## src/mfrm_pkg.sv

```systemverilog
`default_nettype none

package mfrm_pkg;

    // table geometry
    localparam int MAX_RULES   = 64;
    localparam int NUM_DIMS    = 6;
    localparam int VALUE_WIDTH = 32;

    localparam int RULE_W  = $clog2(MAX_RULES);
    localparam int DIM_W   = 3;
    localparam int COUNT_W = $clog2(MAX_RULES + 1);
    localparam int CFG_W   = 7;

    // one lane holds {high, low} of one dimension for every rule
    localparam int LANE_W = 2 * VALUE_WIDTH;

    // request kinds carried on s_tuser
    localparam logic REQ_LOAD     = 1'b0;
    localparam logic REQ_CLASSIFY = 1'b1;

    // s_tdata layout
    localparam int RULE_LSB     = 0;
    localparam int DIM_LSB      = RULE_LSB + RULE_W;
    localparam int LOW_LSB      = DIM_LSB + DIM_W;
    localparam int HIGH_LSB     = LOW_LSB + VALUE_WIDTH;
    localparam int KEY_LSB      = HIGH_LSB + VALUE_WIDTH;
    localparam int S_TDATA_BITS = KEY_LSB + NUM_DIMS * VALUE_WIDTH;
    localparam int S_TDATA_W    = ((S_TDATA_BITS + 7) / 8) * 8;

    // m_tdata layout
    localparam int M_TDATA_BITS = 1 + RULE_W;
    localparam int M_TDATA_W    = ((M_TDATA_BITS + 7) / 8) * 8;

    // configuration port
    localparam int APB_ADDR_W = 3;
    localparam int APB_DATA_W = 32;
    localparam int REG_IDX_W  = APB_ADDR_W - 2;
    localparam logic [REG_IDX_W-1:0] REG_RULE_COUNT = '0;

    typedef struct packed {
        logic write_rule;
        logic start;
        logic scan;
        logic capture;
        logic load_out;
    } mfrm_cmd_t;

    typedef struct packed {
        logic hit;
        logic exhausted;
        logic out_free;
    } mfrm_status_t;

endpackage

`default_nettype wire

```

## src/mfrm_ctrl.sv

```systemverilog
`default_nettype none

module mfrm_ctrl (
    input  wire logic                  aclk,
    input  wire logic                  aresetn,
    input  wire logic                  s_tvalid,
    input  wire logic                  s_tuser,
    output logic                       s_tready,
    input  wire mfrm_pkg::mfrm_status_t status,
    output mfrm_pkg::mfrm_cmd_t        cmd
);

    typedef enum logic [2:0] {
        ST_IDLE = 3'b001,
        ST_SCAN = 3'b010,
        ST_POST = 3'b100
    } state_t;

    state_t state_reg, state_next;

    always_ff @(posedge aclk) begin
        if (!aresetn) begin
            state_reg <= ST_IDLE;
        end else begin
            state_reg <= state_next;
        end
    end

    always_comb begin
        state_next = state_reg;
        cmd        = '0;
        s_tready   = 1'b0;
        unique case (state_reg)
            ST_IDLE: begin
                s_tready = 1'b1;
                if (s_tvalid) begin
                    if (s_tuser == mfrm_pkg::REQ_LOAD) begin
                        cmd.write_rule = 1'b1;
                    end else begin
                        cmd.start  = 1'b1;
                        state_next = ST_SCAN;
                    end
                end
            end
            ST_SCAN: begin
                cmd.scan = 1'b1;
                if (status.hit || status.exhausted) begin
                    cmd.capture = 1'b1;
                    state_next  = ST_POST;
                end
            end
            ST_POST: begin
                // wait for the output register to free up
                if (status.out_free) begin
                    cmd.load_out = 1'b1;
                    state_next   = ST_IDLE;
                end
            end
            default: begin
                state_next = ST_IDLE;
            end
        endcase
    end

endmodule

`default_nettype wire

```

## config.mk

```make
export PLATFORM = sky130hd
export DESIGN_NAME = mfrm_ctrl
export DESIGN_NICKNAME = d
export VERILOG_FILES = /design/src/mfrm_pkg.sv /design/src/mfrm_ctrl.sv
export SDC_FILE = /design/constraint.sdc
export NUM_CORES = 1
export LEC_CHECK = 0
export BUFFER_PORTS_ARGS = -buffer_cell sky130_fd_sc_hd__buf_4
export CAP_MARGIN = 10
export CORE_AREA = 2 2 39 41
export DETAILED_ROUTE_END_ITERATION = 8
export DIE_AREA = 0 0 41 43
export HOLD_SLACK_MARGIN = 0.1
export MAX_ROUTING_LAYER = met4
export PLACE_DENSITY = 0.45
export SLEW_MARGIN = 20
export SYNTH_ARGS = -nofsm -noshare
export SYNTH_HDL_FRONTEND = slang
export SYNTH_SLANG_ARGS = --single-unit
```

## constraint.sdc

```tcl
create_clock -name aclk -period 1 [get_ports aclk]
set_input_delay 0.1 -clock aclk [delete_from_list [all_inputs] [get_ports aclk]]
set_output_delay 0.1 -clock aclk [all_outputs]
set_load 0.01 [all_outputs]
```

# --- Word-level counts from Yosys, hierarchy flattened ---
# Cells that the tools add are included.
totals:
  romBits: 0
  memories: 0
  out_inout_bits: 6
  latch_bits: 0
  in_bits: 7
  elab_cells: 24
  ramBits: 0
  reg_bits: 3
classes:
  n_mux: 14
  n_eq_ne: 7
  n_addsub: 0
  bitwise: 0
  div_mod_pow: 0
  magnitude_cmp: 0
  n_reduce_logical: 2
  mul: 0
  shifts: 0
ops:
  columns: ["cell", "n"]
  rows:
  - ["$mux 3", 4]
  - ["$pmux 3 s3", 1]
  - ["$ne 2x2->1 const B", 4]
  - ["$mux 1", 6]
  - ["$mux 2", 3]
  - ["$reduce_and 4->1", 1]
  - ["$eq 3x1->1 const B", 1]
  - ["$eq 3x2->1 const B", 1]
  - ["$eq 3x3->1 const B", 1]
  - ["$logic_or 1x1->1", 1]

# --- Logic depth before layout (Yosys ltp) ---
# Gate-level depths: netlist of the first run.
depth:
  word_depth: 3
  mapped_depth: 4
  mapped_depth_nobuf: 4

# --- Worst setup path after synthesis of the first run ---
# OpenSTA, ideal clock, no wires.
synth_path:
  path_kind: "reg-to-reg"
  from: "register state_reg[0]"
  to: "register state_reg[1]"
  arrival_ps: 1106
  path_slack_ps: -164
  path_stages_with_launch: 4
  cell_sequence: "dfxtp_1 nor3b_2 and3_1 o21a_1"
synth_between:
  elab_chain_len: 3
synth_lines:
  columns: ["item", "line", "text"]
  rows:
  - ["start: declaration", "mfrm_ctrl.sv:19", "state_t state_reg, state_next;"]
  - ["start signal: assignment", "mfrm_ctrl.sv:25", "state_reg <= state_next;"]
  - ["$eq 3x2->1 (tied with other cells)", "mfrm_ctrl.sv:33", "unique case (state_reg)"]
  - ["$ne 2x2->1 (no line)", null, null]
  - ["$reduce_and 4->1 (no line)", null, null]
# Parallel ways exist; a longest one is shown, timed or not.
# A chain may end at the register's enable or synchronous reset.

# --- Worst setup path after layout of the first run ---
layout_path:
  from: "register state_reg[2]"
  to: "output port s_tready"
layout_between:
  elab_chain_len: 2
layout_lines:
  columns: ["item", "line", "text"]
  rows:
  - ["$eq 3x1->1", "mfrm_ctrl.sv:33", null]
  - ["$mux 1", "mfrm_ctrl.sv:33", null]
  - ["end: declaration", "mfrm_ctrl.sv:8", "output logic s_tready,"]
# Every way passes these cells.

==> out/results.ini, run 1 <==
[die]
num_rows=14
fp.dieArea_sq_um=1763
die_width_um=41
die_h_um=43
initial_utilization=0.1293
ioPinCount=13
core_area_sq_um=1384

[sta]
rsz0062_at_grt=true
final_hold_viol_count=0
skew_ps=0.3455
holdWs_ps=217.1
max-slew-margin-rel=0.8759
final.period_utilization=1.244
clock.fmax_mhz=803.7
fin_ws_ps=-244.2
fin_crit_ps=1244
finalSetupViolations=9
report.final.slew_viol_count=0
worst_pin_slew_ps=185.1
fin_tns_setup_ps=-1547

[drt]
dr.pass1.iters=2
antenna_left=0
vias=263
wl_um=684
drc=0
viasPerCell=4.175
first_iter_violations=1
wl_per_cell_um=10.86

[critical_path]
setup.worst_path.start_class=flip-flop
cp_max_fo=4
path_class=reg2out
arrival_ps=1140
endpoint_kind=output port
reg2reg_to=state_reg[0]$_SDFFE_PN1P_
worstReg2RegStart=state_reg[0]$_SDFFE_PN1P_
required_ps=900
ff2ff_setup_slack_ps=-140
ff2ff_path_depth=5

[yosys]
netlist.area_leader.share=0.3357
synth-seq-cells=3
syn_area_per_cell_sq_um=9.417
synth_area_sq_um=178.9
ys_warn_count=0
syn-instance-count=19
yosysSeqAreaShare=0.3357
postSynthNetCount=26
synthDistinctLibCells=13
synth_top_area_cell=dfxtp_1
yosys-top-cells-area=dfxtp_1 (34%), nor3b_2 (14%), o21a_1 (13%)

[finish]
final_cell_mix=buf_4 (19), buf_6 (4), o21a_1 (3), clkbuf_4 (3), dfxtp_4 (3)
largest_register_ffs=3
drive_gt1_frac=0.7872
nNetsFinal=55
syn_to_final_growth_pct=174.1
insertedDiodeCount=0
utilization=0.3544
final_common_cell=buf_4
final_cell_count_no_fill=63

[clock_network]
root_buffer=clkbuf_4
path_clk_slew_ps=30
cts_tree=built
cts_sinks=3
cts_buffers=3
clock_latency_ps=230
clockBufferDepth=2
htree_levels=1

[outcome]
status=finished with violations
violations=setup timing

[placement]
dp_hpwl_um=488.1
io_buffers=12
place.gp.congestion=0.6127
dp.cells=51

[grt]
grt_max_degree=5
grt-ovfl-total=0
grt_pass1_wl_um=1076
grt_pass1_vias=283
antenna_found_initial=0
grtUsageTotal=0.09538

[power_and_ir_drop]
ir_drop_uv=588.0
totalPowerFinal_uw=744.3
leakagePower_uw=0.0002194
pwr_density_cell_nw_per_um2=1517

[hold_path]
worstHoldPathCells=3
min_to=state_reg[1]$_SDFFE_PN0P_
min_path_type=in2reg
min-delay-start=status[2]

[job]
cap_violations=0

synth_stat cells:
| master | n |
|---|---|
| o31ai_1 | 1 |
| o21a_1 | 3 |
| nor3b_2 | 2 |
| nor3b_1 | 2 |
| nor4b_1 | 1 |
| and3_1 | 1 |
| a31oi_1 | 1 |
| nor2_1 | 1 |
| inv_1 | 1 |
| nand2_1 | 1 |
| dfxtp_1 | 3 |
| a21boi_1 | 1 |
| and3b_1 | 1 |
timing repair:
action,in CTS,in global routing
buffers inserted,4,3
endpoints found under the setup margin,9,9
resized for setup,7,7
hold buffers,1,0
pin swaps,6,3
hold endpoints to repair,1,0
worst max-delay path: stages (launching register included):
cell,delay [ps]
dfxtp_4,360
nor3b_4,230
buf_4,150
buf_6,90
buf_6,90
worst max path at each step:
stage                              startpoint                         to  slack [ps]  cells past startpoint
finish              state_reg[2]$_SDFFE_PN0P_                   s_tready        -240                      4
global route        state_reg[0]$_SDFFE_PN1P_                   s_tready        -290                      4
CTS                 state_reg[0]$_SDFFE_PN1P_                     cmd[3]        -270                      3
detailed placement  state_reg[2]$_SDFFE_PN0P_  state_reg[0]$_SDFFE_PN1P_        -100                      4
global placement    state_reg[2]$_SDFFE_PN0P_  state_reg[0]$_SDFFE_PN1P_         -60                      4
floorplan           state_reg[0]$_SDFFE_PN1P_  state_reg[1]$_SDFFE_PN0P_         -70                      3
metal layers:
layer,vias to the layer above,wire [um],track usage
met5,-,0,-
met4,0,7,0.08000
met3,2,61,0.01571
met2,13,370,0.1469
met1,118,245,0.09873
li1,130,-,-
per-stage QoR:
| stage | cell area [sq um] | worst slack, ps |
|---|---|---|
| finish | 490.5 | -244.2 |
| global route | 490.5 | -290.3 |
| CTS | 435.4 | -265.4 |
| detailed placement | 345.3 | -98.71 |
| global placement | 345.3 | -63.98 |
| floorplan | 205.2 | -74.35 |
area by class of cell:
type	instances	area, sq um
Multi-Input combinational cell	15	171.4
Clock buffer	4	26.28
Timing Repair Buffer	24	197.7
Tap cell	16	20.02
Inverter	1	3.754
Fill cell	145	893.4
Sequential cell	3	71.32
where the power goes:
group	total [uW]	leakage (uW)	switching [uW]	internal [uW]
Combinational	364	0.000178	133	230
Sequential	175	0.0000262	30.3	144
Clock	206	0.0000150	57.0	149
cell families (layout without fill, tap and decap cells):
family                 count (synthesis)  count (layout)  synth area share
flip-flops                             3               3            0.3357
AO/OA/AOI/OAI                          6               6            0.2448
AND/OR/NAND/NOR                        9               9            0.3986
buffers and inverters                  1              29           0.02096
Note: power is estimated with default switching activity, not from simulation.
==> run 2, diff against run 1 <==
--- a/config.mk
+++ b/config.mk
@@ -10,9 +10,11 @@
 export CORE_AREA = 2 2 39 41
 export DETAILED_ROUTE_END_ITERATION = 8
 export DIE_AREA = 0 0 41 43
+export GPL_ROUTABILITY_DRIVEN = 0
 export HOLD_SLACK_MARGIN = 0.1
 export MAX_ROUTING_LAYER = met4
 export PLACE_DENSITY = 0.45
+export REMOVE_ABC_BUFFERS = 1
 export SLEW_MARGIN = 20
 export SYNTH_ARGS = -nofsm -noshare
 export SYNTH_HDL_FRONTEND = slang
==> run 2 against run 1 <==
  * The run still ends with setup timing left
  * Critical endpoint is now cmd[1]
  * Design area down 9.2%
  * Largest power group unchanged
  * Global-route usage up 0.34 points
  * Fmax down 2.0%
  * Worst hold slack worse by 13 ps
  * Flip-flop and latch count unchanged
  * Setup slack worse by 25 ps
  * Via count down 0.76%
  * Clock-buffer cell count unchanged
  * First-iteration DRC count rose to 7.0 times the previous value
==> out/results.ini, run 2 (synthesis results as in run 1) <==
[grt]
grtUsageTotal=0.09877  ; +0.003381
grt-ovfl-total=0  ; unchanged
grt_pass1_vias=275  ; -2.8%
grt_pass1_wl_um=1069  ; -0.65%
grt_max_degree=5  ; unchanged
antenna_found_initial=0  ; unchanged

[die]
core_area_sq_um=1384  ; unchanged
fp.dieArea_sq_um=1763  ; unchanged
die_width_um=41  ; unchanged
ioPinCount=13  ; unchanged
num_rows=14  ; unchanged
die_h_um=43  ; unchanged
initial_utilization=0.1293  ; unchanged

[placement]
dp.cells=50  ; -2.0%
io_buffers=12  ; unchanged
dp_hpwl_um=416.3  ; -15%

[power_and_ir_drop]
power.switching_uw=204.6  ; -7.3%
p_int_uw=469.5  ; -10%
combPwrFrac=0.428  ; -0.060
power.share.clock=0.327  ; +0.050
switching_share=0.3035  ; +0.007119
pwr_density_cell_nw_per_um2=1513  ; -0.27%
ir_drop_uv=486.5  ; -17%
p_seq_frac=0.244  ; +0.009
leakagePower_uw=0.0002030  ; -7.5%

[sta]
final.period_utilization=1.270  ; +0.02534
report.final.slew_viol_count=0  ; unchanged
worst_pin_slew_ps=232.9  ; +47.75 ps
fin_tns_setup_ps=-1647  ; -100.4 ps
clock.fmax_mhz=787.7  ; -2.0%
max-slew-margin-rel=0.8444  ; -0.03143
fin_crit_ps=1270  ; +25.34 ps
finalSetupViolations=9  ; unchanged
rsz0062_at_grt=true
fin_ws_ps=-269.5  ; -25.34 ps
final_hold_viol_count=0  ; unchanged
skew_ps=2.503  ; +2.158 ps

[clock_network]
clock_latency_ps=240  ; about the same
cts_sinks=3  ; unchanged
htree_levels=1  ; unchanged
cts_tree=built
path_clk_slew_ps=40  ; about the same
root_buffer=clkbuf_4
clockBufferDepth=2  ; unchanged
cts_buffers=3  ; unchanged

[drt]
antenna_left=0  ; unchanged
drc=0  ; unchanged
wl_um=655  ; -4.2%
wl_per_cell_um=10.74  ; -1.1%
vias=261  ; -0.76%
dr.pass1.iters=4  ; +2
viasPerCell=4.279  ; +2.5%
first_iter_violations=7  ; +6

[critical_path]
arrival_ps=1170  ; +30 ps
setup.worst_path.start_class=flip-flop
cp_max_fo=3  ; -1
path_class=reg2out
ff2ff_setup_slack_ps=-150  ; about the same
endpoint_kind=output port
required_ps=900  ; about the same

[finish]
fill_cells=158  ; +9.0%
insertedDiodeCount=0  ; unchanged
largest_register_ffs=3  ; unchanged
final_cell_mix=buf_4 (17), buf_6 (4), o21a_1 (3), clkbuf_4 (3)
final_common_cell=buf_4
utilization=0.3219  ; -0.03255
final_cell_count_no_fill=61  ; -3.2%
nNetsFinal=53  ; -3.6%
syn_to_final_growth_pct=149.0
drive_gt1_frac=0.7111  ; -0.07612

[outcome]
status=finished with violations
violations=setup timing

[hold_path]
min_path_type=in2reg

[job]
cap_violations=0  ; unchanged

==> run 2: stage by stage <==
step / total power, uW / worst slack [ps] / hold slack [ps] / area, sq um
after floorplan: 242.6 / -163.6 / 217.7 / 178.9
after global placement: 350.5 / -61.99 / 325.8 / 311.5
after detailed placement: 349.7 / -68.03 / 333.7 / 311.5
after CTS: 675.3 / -270.7 / 202.6 / 445.4
after global routing: 709.6 / -329.2 / 218.6 / 445.4
final: 674.1 / -269.5 / 203.6 / 445.4
==> run 2: cell type report <==
type | instances | area [sq um] | area share
Clock buffer | 4 | 26.28 | 0.05899
Inverter | 1 | 3.754 | 0.008427
Multi-Input combinational cell | 15 | 143.9 | 0.3230
Sequential cell | 3 | 68.82 | 0.1545
Tap cell | 16 | 20.02 | 0.04494
Timing Repair Buffer | 22 | 182.7 | 0.4101
==> run 2: power by group through the flow <==
stage	logic (uW)	registers, uW	clock network, uW
after CTS	285	165	226
after global routing	315	168	226
after detailed placement	195	155	0
after floorplan	84.7	158	0
after global placement	195	155	0
final	289	165	221
==> run 2: what timing repair did <==
item	in CTS	in global routing
pin swaps	8	2
gates resized for setup	14	0
hold endpoints to repair	1	0
buffers inserted	6	0
endpoints found under the setup margin	9	9
hold buffers	1	0
==> run 2: critical path, cell delays in order, from the launching register on <==
cell	delay (ps)
dfxtp_2	320
buf_6	120
nor3b_4	200
o21a_1	170
buf_4	120
==> run 2: path summary, 6_finish.rpt <==
path | cells after the start | end | start
setup / recovery | 4 | cmd[1] | state_reg[0]$_SDFFE_PN1P_
hold / removal | 3 | state_reg[1]$_SDFFE_PN0P_ | status[1]
setup reg to reg | 6 | state_reg[0]$_SDFFE_PN1P_ | state_reg[0]$_SDFFE_PN1P_
hold reg to reg | 3 | state_reg[2]$_SDFFE_PN0P_ | state_reg[1]$_SDFFE_PN0P_
==> run 2: routing by layer <==
| metal | share of wire | vias to the layer above | GRT usage |
|---|---|---|---|
| met5 | 0 | - | - |
| met4 | 0.041 | 0 | 0.08000 |
| met2 | 0.46 | 18 | 0.1406 |
| li1 | - | 125 | - |
| met1 | 0.40 | 115 | 0.1061 |
| met3 | 0.098 | 3 | 0.03141 |
==> run 3, diff against run 2 <==
--- a/config.mk
+++ b/config.mk
@@ -8,6 +8,7 @@
 export BUFFER_PORTS_ARGS = -buffer_cell sky130_fd_sc_hd__buf_4
 export CAP_MARGIN = 10
 export CORE_AREA = 2 2 39 41
+export CTS_BUF_LIST = sky130_fd_sc_hd__clkbuf_16
 export DETAILED_ROUTE_END_ITERATION = 8
 export DIE_AREA = 0 0 41 43
 export GPL_ROUTABILITY_DRIVEN = 0
==> run 3 against run 2 <==
  * The run still ends with setup timing left
  * Setup slack improved by 35 ps
  * Highest routed layer is now met3
  * Worst hold slack got worse by 95 ps
  * Via count decreased by 5.0%
  * Register-to-register slack about the same
  * Sequential share of layout area decreased by 1.3 points
  * Critical path depth unchanged
  * Global-route usage increased by 0.41 points
  * Largest power group is now clock
  * Critical endpoint unchanged
==> out/results.ini, run 3 (synthesis results as in run 1) <==
[clock_network]
cts_tree=built
cts_sinks=3  ; unchanged
htree_levels=1  ; unchanged
clockBufferDepth=2  ; unchanged
cts_buffers=3  ; unchanged
clock_latency_ps=220  ; -20 ps
path_clk_slew_ps=30  ; about the same
root_buffer=clkbuf_16

[drt]
viasPerCell=4.133  ; -3.4%
first_iter_violations=6  ; -1
dr.pass1.iters=4  ; unchanged
antenna_left=0  ; unchanged
drc=0  ; unchanged
met1_length_um=282  ; +7.2%
wl_per_cell_um=10.97  ; +2.1%
top_layer=met3
wl_um=658  ; +0.46%
vias=248  ; -5.0%
wl_met2_um=307  ; +2.3%
wl_met3_um=67  ; +4.7%

[sta]
rsz0062_at_grt=true
report.final.slew_viol_count=0  ; unchanged
clock.fmax_mhz=810.2  ; +2.9%
fin_tns_setup_ps=-1482  ; +165.0 ps
skew_ps=0.6295  ; -1.874 ps
fin_ws_ps=-234.2  ; +35.30 ps
finalSetupViolations=9  ; unchanged
worst_pin_slew_ps=233.4  ; +0.5465 ps
fin_crit_ps=1234  ; -35.30 ps
max-slew-margin-rel=0.8441  ; about the same
final.period_utilization=1.234  ; -0.03530
final_hold_viol_count=0  ; unchanged

[die]
die_h_um=43  ; unchanged
initial_utilization=0.1293  ; unchanged
fp.dieArea_sq_um=1763  ; unchanged
num_rows=14  ; unchanged
die_width_um=41  ; unchanged
ioPinCount=13  ; unchanged
core_area_sq_um=1384  ; unchanged

[finish]
final_cell_mix=buf_4 (17), buf_6 (4), o21a_1 (3), clkbuf_16 (3)
drive_gt1_frac=0.7273  ; +0.01616
insertedDiodeCount=0  ; unchanged
final_common_cell=buf_4
nNetsFinal=52  ; -1.9%
utilization=0.3526  ; +0.03074
syn_to_final_growth_pct=172.7
largest_register_ffs=3  ; unchanged

[grt]
grt_max_degree=5  ; unchanged
grtUsageTotal=0.1029  ; +0.004115
grt_pass1_wl_um=1090  ; +2.0%
antenna_found_initial=0  ; unchanged
grt-ovfl-total=0  ; unchanged
grt_pass1_vias=266  ; -3.3%

[critical_path]
cpPeakStageDelay_ps=310  ; about the same
required_ps=900  ; about the same
worstReg2RegStart=state_reg[0]$_SDFFE_PN1P_
crit_chain=buf_6, nor3b_4, o21a_1, buf_4
crit_start=state_reg[0]$_SDFFE_PN1P_
ff2ff_setup_slack_ps=-140  ; about the same
endpoint_kind=output port
arrival_ps=1130  ; -40 ps
cp_max_fo=3  ; unchanged
path_class=reg2out
setup.worst_path.start_class=flip-flop
ff2ff_path_depth=6  ; unchanged
reg2reg_to=state_reg[0]$_SDFFE_PN1P_
worst_path_max_delay_cell=dfxtp_2

[hold_path]
min-delay-start=aresetn
worstHoldPathCells=2  ; -1
min_to=state_reg[1]$_SDFFE_PN0P_
min_path_type=in2reg

[placement]
dp_hpwl_um=416.3  ; unchanged
dp_slack_ps=-68.03  ; unchanged
io_buffers=12  ; unchanged

[power_and_ir_drop]
ir_drop_uv=745.0  ; +53%
combPwrFrac=0.266  ; -0.162
leakagePower_uw=0.0002261  ; +11%
totalPowerFinal_uw=1073  ; +59%
pwr_density_cell_nw_per_um2=2199  ; +45%
power.switching_uw=240.1  ; +17%
switching_share=0.2238  ; -0.07961
p_int_uw=832.7  ; +77%
p_seq_frac=0.153  ; -0.091
power.share.clock=0.581  ; +0.254

[outcome]
violations=setup timing
status=finished with violations

[job]
cap_violations=0  ; unchanged

## run 3: cell count changes in the layout (fill, tap and decap cells not counted), sizes merged
cell / delta
clkbuf: -1
inv: +1
dlygate4sd3: -1
## run 3: power groups by stage
stage               sequential, uW  combinational, uW  clock [uW]
floorplan                      158               84.7           0
global placement               155                195           0
detailed placement             155                195           0
CTS                            165                282         637
global route                   168                312         640
finish                         165                285         623
## run 3: cell type report
cell class                      instances  area, sq um
Fill cell                             154        895.9
Timing Repair Buffer                   21        172.7
Multi-Input combinational cell         15        143.9
Clock buffer                            3        75.07
Sequential cell                         3        68.82
Tap cell                               16        20.02
Clock inverter                          1        3.754
Inverter                                1        3.754
## run 3: worst max-delay path by stage
stage / endpoint / slack [ps]
floorplan: state_reg[1]$_SDFFE_PN0P_ / -160
global placement: cmd[1] / -60
detailed placement: cmd[1] / -70
CTS: cmd[1] / -250
global route: cmd[1] / -310
finish: cmd[1] / -230
## run 3: through the flow
step | hold slack, ps | std cells | cell area (sq um)
after floorplan | 217.7 | 19 | 178.9
after global placement | 325.8 | 50 | 311.5
after detailed placement | 333.7 | 50 | 311.5
after CTS | 107.2 | 60 | 488.0
after global routing | 108.8 | 60 | 488.0
final | 108.5 | 60 | 488.0
## run 3: what timing repair did
| item | CTS | global route |
|---|---|---|
| buffers inserted | 6 | 0 |
| resized for setup | 14 | 0 |
| pin swaps | 8 | 2 |
| endpoints found under the setup margin | 9 | 9 |
| hold buffers | 0 | 0 |
## run 3: routing by layer
metal  GRT usage  up-vias
li1            -      122
met2      0.1313       15
met5           -        -
met3     0.04712        0
met1      0.1190      111
met4     0.08000        0
## run 3: worst max-delay path: cells and delay by family, from the launching register on
family / cells / cell delay, ps
DFF: 1 / 310
buffers and inverters: 2 / 240
and+or+nand+nor: 1 / 190
AOI/OAI and AO/OA: 1 / 170
